### src/hdl/mgc_pkg.sv
// Shared types and constants for the motorized gate controller.
`timescale 1ns / 1ps

package mgc_pkg;

    // Phase register, one-hot.
    typedef enum logic [4:0] {
        PH_CLOSED   = 5'b00001,
        PH_OPENING  = 5'b00010,
        PH_OPEN     = 5'b00100,
        PH_CLOSING  = 5'b01000,
        PH_SETTLING = 5'b10000
    } phase_t;

    // Codes reported on gate_phase.
    localparam logic [2:0] GP_CLOSED   = 3'd0;
    localparam logic [2:0] GP_OPENING  = 3'd1;
    localparam logic [2:0] GP_OPEN     = 3'd2;
    localparam logic [2:0] GP_CLOSING  = 3'd3;
    localparam logic [2:0] GP_SETTLING = 3'd4;

    // Codes reported on motor_drive.
    localparam logic [1:0] MD_STOP  = 2'd0;
    localparam logic [1:0] MD_OPEN  = 2'd1;
    localparam logic [1:0] MD_CLOSE = 2'd2;

    // Configuration register indexes.
    localparam logic [1:0] REG_OPEN_RUN    = 2'd0;
    localparam logic [1:0] REG_CLOSE_DELAY = 2'd1;
    localparam logic [1:0] REG_SETTLE      = 2'd2;
    localparam logic [1:0] REG_DUTY        = 2'd3;

    // Configuration reset values.
    localparam logic [15:0] OPEN_RUN_RESET    = 16'd500;
    localparam logic [15:0] CLOSE_DELAY_RESET = 16'd300;
    localparam logic [7:0]  SETTLE_RESET      = 8'd10;
    localparam logic [7:0]  DUTY_RESET        = 8'd255;

    typedef struct packed {
        logic open_request;
        logic beam_blocked;
        logic reed_closed;
    } mgc_in_t;

    typedef struct packed {
        logic [1:0] motor_drive;
        logic [7:0] pwm_duty;
        logic [2:0] gate_phase;
        logic       obstructed;
        logic       opened_event;
        logic       visitor_event;
        logic       closed_event;
    } mgc_out_t;

    typedef struct packed {
        logic [15:0] open_run_ticks;
        logic [15:0] close_delay_ticks;
        logic [7:0]  settle_ticks;
        logic [7:0]  drive_duty;
    } mgc_cfg_t;

    // Control state apart from the tick counter.
    typedef struct packed {
        phase_t phase;
        logic   visitor_seen;
        logic   paused;
    } mgc_state_t;

endpackage

### src/hdl/mgc_step.sv
// Next-state and result logic of the gate controller for one polling tick.
`timescale 1ns / 1ps

module mgc_step #(
    parameter int TICK_COUNT_WIDTH = 16
) (
    input  mgc_pkg::mgc_state_t          state,
    input  logic [TICK_COUNT_WIDTH-1:0]  elapsed,
    input  mgc_pkg::mgc_in_t             word,
    input  mgc_pkg::mgc_cfg_t            cfg,
    output mgc_pkg::mgc_state_t          state_next,
    output logic [TICK_COUNT_WIDTH-1:0]  elapsed_next,
    output mgc_pkg::mgc_out_t            result
);
    import mgc_pkg::*;

    localparam int CmpW = (TICK_COUNT_WIDTH > 16) ? TICK_COUNT_WIDTH : 16;

    logic [TICK_COUNT_WIDTH-1:0] elapsed_inc;
    logic [CmpW-1:0]             inc_ext;
    logic                        ev_open;
    logic                        ev_visit;
    logic                        ev_closed;
    logic [1:0]                  drive;

    // Saturating increment of the tick counter.
    assign elapsed_inc = (&elapsed) ? elapsed : elapsed + 1'b1;
    assign inc_ext     = CmpW'(elapsed_inc);

    always_comb
    begin
        state_next   = state;
        elapsed_next = elapsed;
        ev_open      = 1'b0;
        ev_visit     = 1'b0;
        ev_closed    = 1'b0;

        case (state.phase)
            PH_CLOSED:
            begin
                if (word.open_request)
                begin
                    state_next.phase        = PH_OPENING;
                    state_next.visitor_seen = 1'b0;
                    elapsed_next            = '0;
                end
            end
            PH_OPENING:
            begin
                elapsed_next = elapsed_inc;
                if (inc_ext >= CmpW'(cfg.open_run_ticks))
                begin
                    state_next.phase        = PH_OPEN;
                    state_next.visitor_seen = 1'b0;
                    elapsed_next            = '0;
                    ev_open                 = 1'b1;
                end
            end
            PH_OPEN:
            begin
                if (state.visitor_seen)
                begin
                    elapsed_next = elapsed_inc;
                    if (inc_ext >= CmpW'(cfg.close_delay_ticks))
                    begin
                        state_next.phase  = PH_CLOSING;
                        state_next.paused = 1'b0;
                    end
                end
            end
            PH_CLOSING:
            begin
                // A blocked beam holds the motor and masks the reed switch.
                if (word.beam_blocked)
                begin
                    state_next.paused = 1'b1;
                end
                else
                begin
                    state_next.paused = 1'b0;
                    if (word.reed_closed)
                    begin
                        state_next.phase = PH_SETTLING;
                        elapsed_next     = '0;
                    end
                end
            end
            PH_SETTLING:
            begin
                elapsed_next = elapsed_inc;
                if (inc_ext >= CmpW'(cfg.settle_ticks))
                begin
                    state_next.phase = PH_CLOSED;
                    ev_closed        = 1'b1;
                end
            end
            default:
            begin
                state_next.phase        = PH_CLOSED;
                state_next.visitor_seen = 1'b0;
                state_next.paused       = 1'b0;
                elapsed_next            = '0;
            end
        endcase

        // Visitor detection also applies on the tick the gate becomes open.
        if (state_next.phase == PH_OPEN && !state_next.visitor_seen && word.beam_blocked)
        begin
            state_next.visitor_seen = 1'b1;
            elapsed_next            = '0;
            ev_visit                = 1'b1;
        end
    end

    always_comb
    begin
        if (state_next.phase == PH_OPENING)
            drive = MD_OPEN;
        else if ((state_next.phase == PH_CLOSING && !state_next.paused)
                 || state_next.phase == PH_SETTLING)
            drive = MD_CLOSE;
        else
            drive = MD_STOP;
    end

    always_comb
    begin
        result.motor_drive   = drive;
        result.pwm_duty      = (drive != MD_STOP) ? cfg.drive_duty : 8'd0;
        result.obstructed    = (state_next.phase == PH_CLOSING) && state_next.paused;
        result.opened_event  = ev_open;
        result.visitor_event = ev_visit;
        result.closed_event  = ev_closed;
        case (state_next.phase)
            PH_CLOSED:   result.gate_phase = GP_CLOSED;
            PH_OPENING:  result.gate_phase = GP_OPENING;
            PH_OPEN:     result.gate_phase = GP_OPEN;
            PH_CLOSING:  result.gate_phase = GP_CLOSING;
            PH_SETTLING: result.gate_phase = GP_SETTLING;
            default:     result.gate_phase = GP_CLOSED;
        endcase
    end

endmodule

### src/hdl/motorized_gate_controller_top.sv
// Top level of the motorized gate controller: state, configuration and result queue.
`timescale 1ns / 1ps

// Each request word is one polling tick carrying the open request, break-beam and
// reed-switch levels; each tick produces exactly one response word with the motor
// direction, PWM duty, gate phase, obstruction flag and the opened, visitor and
// closed events. A tick is handled in one pass through the step logic, which
// updates the phase, tick counter and flags, and the result goes into a
// two-word output queue. A new request word is taken every cycle while the
// queue has room, so the sustained rate is one word per clock, and a result is
// written into the queue when its request word is accepted.
// Configuration registers (index 0 open_run_ticks, 1 close_delay_ticks,
// 2 settle_ticks, 3 drive_duty) are written through cfg_we/cfg_index/cfg_data and
// should only be changed while no word is in flight. TICK_COUNT_WIDTH sets the
// width of the saturating tick counter; a phase whose configured length exceeds
// the counter range never ends.
module motorized_gate_controller_top #(
    parameter int TICK_COUNT_WIDTH = 16
) (
    input  logic              clk,
    input  logic              rst_n,
    input  logic              req_valid,
    output logic              req_ready,
    input  mgc_pkg::mgc_in_t  req_word,
    output logic              rsp_valid,
    input  logic              rsp_ready,
    output mgc_pkg::mgc_out_t rsp_word,
    input  logic              cfg_we,
    input  logic [1:0]        cfg_index,
    input  logic [15:0]       cfg_data
);
    import mgc_pkg::*;

    mgc_cfg_t                    cfg_reg;
    mgc_state_t                  state_reg;
    mgc_state_t                  state_next;
    logic [TICK_COUNT_WIDTH-1:0] elapsed_reg;
    logic [TICK_COUNT_WIDTH-1:0] elapsed_next;
    mgc_out_t                    step_result;

    // Two-entry result queue: head and tail slot plus a fill count.
    mgc_out_t   head_reg;
    mgc_out_t   head_next;
    mgc_out_t   tail_reg;
    mgc_out_t   tail_next;
    logic [1:0] count_reg;
    logic [1:0] count_next;
    logic       push;
    logic       pop;

    mgc_step #(
        .TICK_COUNT_WIDTH(TICK_COUNT_WIDTH)
    ) u_step (
        .state        (state_reg),
        .elapsed      (elapsed_reg),
        .word         (req_word),
        .cfg          (cfg_reg),
        .state_next   (state_next),
        .elapsed_next (elapsed_next),
        .result       (step_result)
    );

    assign req_ready = (count_reg != 2'd2);
    assign rsp_valid = (count_reg != 2'd0);
    assign rsp_word  = head_reg;
    assign push      = req_valid && req_ready;
    assign pop       = rsp_valid && rsp_ready;

    // Configuration registers.
    always_ff @(posedge clk or negedge rst_n)
    begin
        if (!rst_n)
        begin
            cfg_reg.open_run_ticks    <= OPEN_RUN_RESET;
            cfg_reg.close_delay_ticks <= CLOSE_DELAY_RESET;
            cfg_reg.settle_ticks      <= SETTLE_RESET;
            cfg_reg.drive_duty        <= DUTY_RESET;
        end
        else if (cfg_we)
        begin
            case (cfg_index)
                REG_OPEN_RUN:    cfg_reg.open_run_ticks    <= cfg_data;
                REG_CLOSE_DELAY: cfg_reg.close_delay_ticks <= cfg_data;
                REG_SETTLE:      cfg_reg.settle_ticks      <= cfg_data[7:0];
                REG_DUTY:        cfg_reg.drive_duty        <= cfg_data[7:0];
                default:         ;
            endcase
        end
    end

    // Gate state advances once per accepted tick.
    always_ff @(posedge clk or negedge rst_n)
    begin
        if (!rst_n)
        begin
            state_reg.phase        <= PH_CLOSED;
            state_reg.visitor_seen <= 1'b0;
            state_reg.paused       <= 1'b0;
            elapsed_reg            <= '0;
        end
        else if (push)
        begin
            state_reg   <= state_next;
            elapsed_reg <= elapsed_next;
        end
    end

    // Queue bookkeeping. A push into a full queue cannot happen since
    // req_ready is low then.
    always_comb
    begin
        head_next  = head_reg;
        tail_next  = tail_reg;
        count_next = count_reg;
        if (push && !pop)
        begin
            if (count_reg == 2'd0)
                head_next = step_result;
            else
                tail_next = step_result;
            count_next = count_reg + 2'd1;
        end
        else if (pop && !push)
        begin
            head_next  = tail_reg;
            count_next = count_reg - 2'd1;
        end
        else if (push && pop)
        begin
            if (count_reg == 2'd1)
                head_next = step_result;
            else
                begin
                    head_next = tail_reg;
                    tail_next = step_result;
                end
        end
    end

    always_ff @(posedge clk or negedge rst_n)
    begin
        if (!rst_n)
            count_reg <= 2'd0;
        else
            count_reg <= count_next;
    end

    always_ff @(posedge clk)
    begin
        head_reg <= head_next;
        tail_reg <= tail_next;
    end

`ifndef SYNTHESIS
    a_count_range: assert property (@(posedge clk) disable iff (!rst_n)
        count_reg != 2'd3)
        else $error("result queue count out of range");

    a_count_push: assert property (@(posedge clk) disable iff (!rst_n)
        push && !pop |=> count_reg == $past(count_reg) + 2'd1)
        else $error("result queue did not grow on push");

    a_closed_phase: assert property (@(posedge clk) disable iff (!rst_n)
        rsp_valid && rsp_word.closed_event |-> rsp_word.gate_phase == GP_CLOSED
            && rsp_word.motor_drive == MD_STOP)
        else $error("closed event without closed, stopped gate");

    a_obstructed_stop: assert property (@(posedge clk) disable iff (!rst_n)
        rsp_valid && rsp_word.obstructed |-> rsp_word.motor_drive == MD_STOP
            && rsp_word.gate_phase == GP_CLOSING)
        else $error("obstructed while motor runs or outside closing");

    a_duty_idle: assert property (@(posedge clk) disable iff (!rst_n)
        rsp_valid && rsp_word.motor_drive == MD_STOP |-> rsp_word.pwm_duty == 8'd0)
        else $error("duty applied while motor stopped");
`endif

endmodule
### config.mk
export PLATFORM = sky130hd
export DESIGN_NAME = motorized_gate_controller_top
export DESIGN_NICKNAME = d
export VERILOG_FILES = /design/src/hdl/mgc_pkg.sv /design/src/hdl/mgc_step.sv /design/src/hdl/motorized_gate_controller_top.sv
export SDC_FILE = /design/constraint.sdc
export NUM_CORES = 1
export LEC_CHECK = 0
export CORE_MARGIN = 2
export CORE_UTILIZATION = 43
export CTS_CLUSTER_DIAMETER = 40
export DETAILED_ROUTE_END_ITERATION = 12
export DONT_BUFFER_PORTS = 1
export PLACE_DENSITY = 0.69
export SYNTH_ARGS = -nofsm -noshare
export SYNTH_HDL_FRONTEND = slang
export SYNTH_SLANG_ARGS = --single-unit
### constraint.sdc
create_clock -name clk -period 4.33 [get_ports clk]
set_input_delay 1.299 -clock clk [delete_from_list [all_inputs] [get_ports clk]]
set_output_delay 1.299 -clock clk [all_outputs]
set_load 0.01 [all_outputs]
==> impl_metrics.toml <==
[synth]
yosysTopAreaCellShare_pct = 21.1
synth_cell_type_count = 63
synthTopCellsByArea = "dfrtp_1, edfxtp_1, ha_1"
synth_edf_count = 34
yosys_warnings = 0
yosysSeqAreaShare_pct = 47.1
synth_area_sq_mm = 0.00605
ys.flop_type = "dfrtp_1"
synth_common_cells = "nand2_1, inv_1, dfrtp_1, mux2_2, ha_1"
syn_inst = 568
syn_nets = 639
avgSynthCellArea_sq_um = 10.6
postSynth.asyncResetShare_pct = 67.9
synth_most_common_cell = "nand2_1"
synth_top_area_cell = "dfrtp_1"
synth_seq_cells = 106

[global_route]
grt_max_degree = 73
grt_pass1_wl_microns = 21700
gr-usage-all-layers_pct = 18.6
antenna_found_initial = 0
grt_pass1_vias = 4328
grt-ovfl-total = 0

[power]
p_per_area_mw_per_mm2 = 485
leakagePower_nw = 3.03
vdd_ir_drop_max_v = 0.000235

[setup_path]
cp_max_fo = 7
r2r_cells = 16
cp_cell_sequence = "ha_1, and4_4, and3_1, nand2_2, nand3_1, xnor2_2, ha_1, a211o_1, a21oi_2, o31ai_2, o31ai_2, a31oi_4, o211ai_1, nand2b_4, or4b_1, o21ai_1"
start_kind = "flop"
crit_path_max_incr_delay_ps = 470
timing.rr.start = "elapsed_reg[0]"
cp.depth = 16
worst-setup-path-type = "reg2reg"
r2r_slack_ps = 240
required_ps = 4610
timing.rr.end = "elapsed_reg[4]"
startpoint = "elapsed_reg[0]"
critPathCapture = "elapsed_reg[4]"
cp_top_family = "compound AO/OA/AOI/OAI gates"
crit_path_top_delay_cell = "or4b_1"
crit_buf_inv = 0
worstSetupEndpointType = "flop"
arrival_ps = 4370

[timing]
tns_ps = 0
finalCritPeriodShare_pct = 94.4
rsz0062_at_grt = "no"
whs_ps = 505
max_freq_mhz = 245
skew_ps = 11.0
relSlewSlack_pct = 37.3
worst_pin_slew_ps = 938
fin_crit_ps = 4090
setup_viol = 0
finalHoldViolCount = 0
drv_slew = 0

[place]
gp_congestion = 0.891
post_dp_cell_area_sq_mm = 0.00639
placedCellCount = 760
dp_hpwl_microns = 9860
portBuffers = 0

[clock_tree]
cts_max_level = 3
clk_latency_ps = 360
cts.sinks = 106
cts_root_buf = "clkbuf_16"
cts.clk_slew.worst_paths_ps = 80
cts_inserted_buffers = 9
clk_path_buf_depth = 2
cts_tree = "built"

[floorplan]
rows = 43
core_sq_mm = 0.0138
fp.dieH_microns = 123
dieArea_sq_mm = 0.0150
io_pins = 45
die_w_microns = 123
start_util_pct = 43.7

[route]
vias = 4288
remaining_drc_errors = 0
antenna_left = 0
vias_per_cell = 5.46
drt-initial-drc-count = 274
post_drt_wl_per_cell_microns = 16.6
routed_wl_microns = 13000
dr.pass1.iters = 4

[min_path]
worstHoldPathCells = 1
hold_path.class = "reg2reg"
holdCritStartpoint = "count_reg[0]"

[cells_and_area]
antennaDiodeCount = 0
drive_gt1_share_pct = 25.8
nNetsFinal = 671
largest_reg_flops = 48
final_area_sq_mm = 0.00681
area_growth_syn_to_layout_pct = 12.7
final_cells = 785
final.fill_count = 1247

[run_status]
status = "complete, no violations"

[flow_run]
maxCapViolations = 0
## how the worst min path moves through the flow
stage | to | slack (ps)
4_1_cts | cfg_reg[13] | 510
3_5_place_dp | cfg_reg[13] | 490
2_1_floorplan | count_reg[0] | 470
3_3_place_gp | count_reg[0] | 490
5_1_grt | cfg_reg[14] | 520
6_report | count_reg[0] | 500
## layout by cell type, fill, tap and decap left out, types with 3 or more instances in the layout
cell type  synthesis  final
nor2b_1           15     15
ha_1              45     45
o21ai_0           29     27
nor2_1            25     25
nand2_1           66     65
inv_1             58     58
o21ai_1            2      4
a41oi_1            3      3
nor3_1             9      9
o21ai_2            9      9
and3_1             4      4
nand3b_1           3      3
mux2_2            50     50
a21oi_1           18     16
nand2b_1           9      9
a21o_1             9      9
a211oi_1           4      4
nor4_1             3      3
clkbuf_16          0      9
edfxtp_1          34     34
dfstp_2           21     21
nand4_1           10     10
a31oi_1            7      6
xnor2_1            9      7
and4_1             5      5
a31oi_4            3      3
o21a_1             4      4
buf_4              2     33
nand3_1           12     12
dfrtp_1           51     50
## report_power, final
group	total [mW]	leakage, nW	switching, mW	internal [mW]
Combinational	0.982	1.70	0.560	0.422
Sequential	1.54	1.20	0.159	1.38
Clock	0.778	0.128	0.383	0.395
## layer usage
metal / vias to the layer above / share of wire (%) / GRT usage [%]
li1: 2078 / - / -
met1: 2088 / 44 / 23.9
met2: 103 / 49 / 31.4
met3: 19 / 5.3 / 4.28
met4: 0 / 1.9 / 5.68
met5: - / 0 / 0
## kinds of logic (layout without fill, tap and decap cells)
logic type	count (synthesis)	count (layout)	synth area share, %
AOI/OAI and AO/OA	106	106	12.8
xor gates and xnor gates	10	10	1.45
adders and majority gates	45	45	9.31
buffers and inverters	72	109	4.84
DFF	106	106	47.1
muxes	51	51	9.48
and+or+nand+nor	178	178	15.0
## per-stage QoR
step	worst slack, ps	util [%]	power [mW]
2_1_floorplan	205	-	2.24
3_3_place_gp	-1.10	46.2	2.44
3_5_place_dp	-71.3	46.2	2.50
4_1_cts	24.8	48.5	3.31
5_1_grt	12.0	49.3	3.52
6_report	241	49.3	3.30
## worst reg2reg max path: stages (launching register included)
cell and delay (ps):
dfrtp_1 390, ha_1 230, and4_4 230, and3_1 210
nand2_2 110, nand3_1 130, xnor2_2 280, ha_1 300
a211o_1 320, a21oi_2 210, o31ai_2 130, o31ai_2 340
a31oi_4 170, o211ai_1 300, nand2b_4 120, or4b_1 470
o21ai_1 90
## layout make-up
type / count / area, sq um / share of cell area [%]
tap: 180 / 225 / 3.31
inverter: 59 / 221 / 3.25
multi-input combinational: 390 / 2970 / 43.6
sequential: 106 / 2850 / 41.8
clock buffer: 9 / 225 / 3.31
clock inverter: 7 / 52.6 / 0.771
timing repair buffer: 34 / 268 / 3.93
## what timing repair did
action                                  in CTS  in global routing
setup buffers                                1                  8
endpoints found under the setup margin      32                 33
hold buffers                                 0                  0
gates resized for setup                      2                 11
pin swaps                                    1                  7
Note: power is estimated with default switching activity, not from simulation.
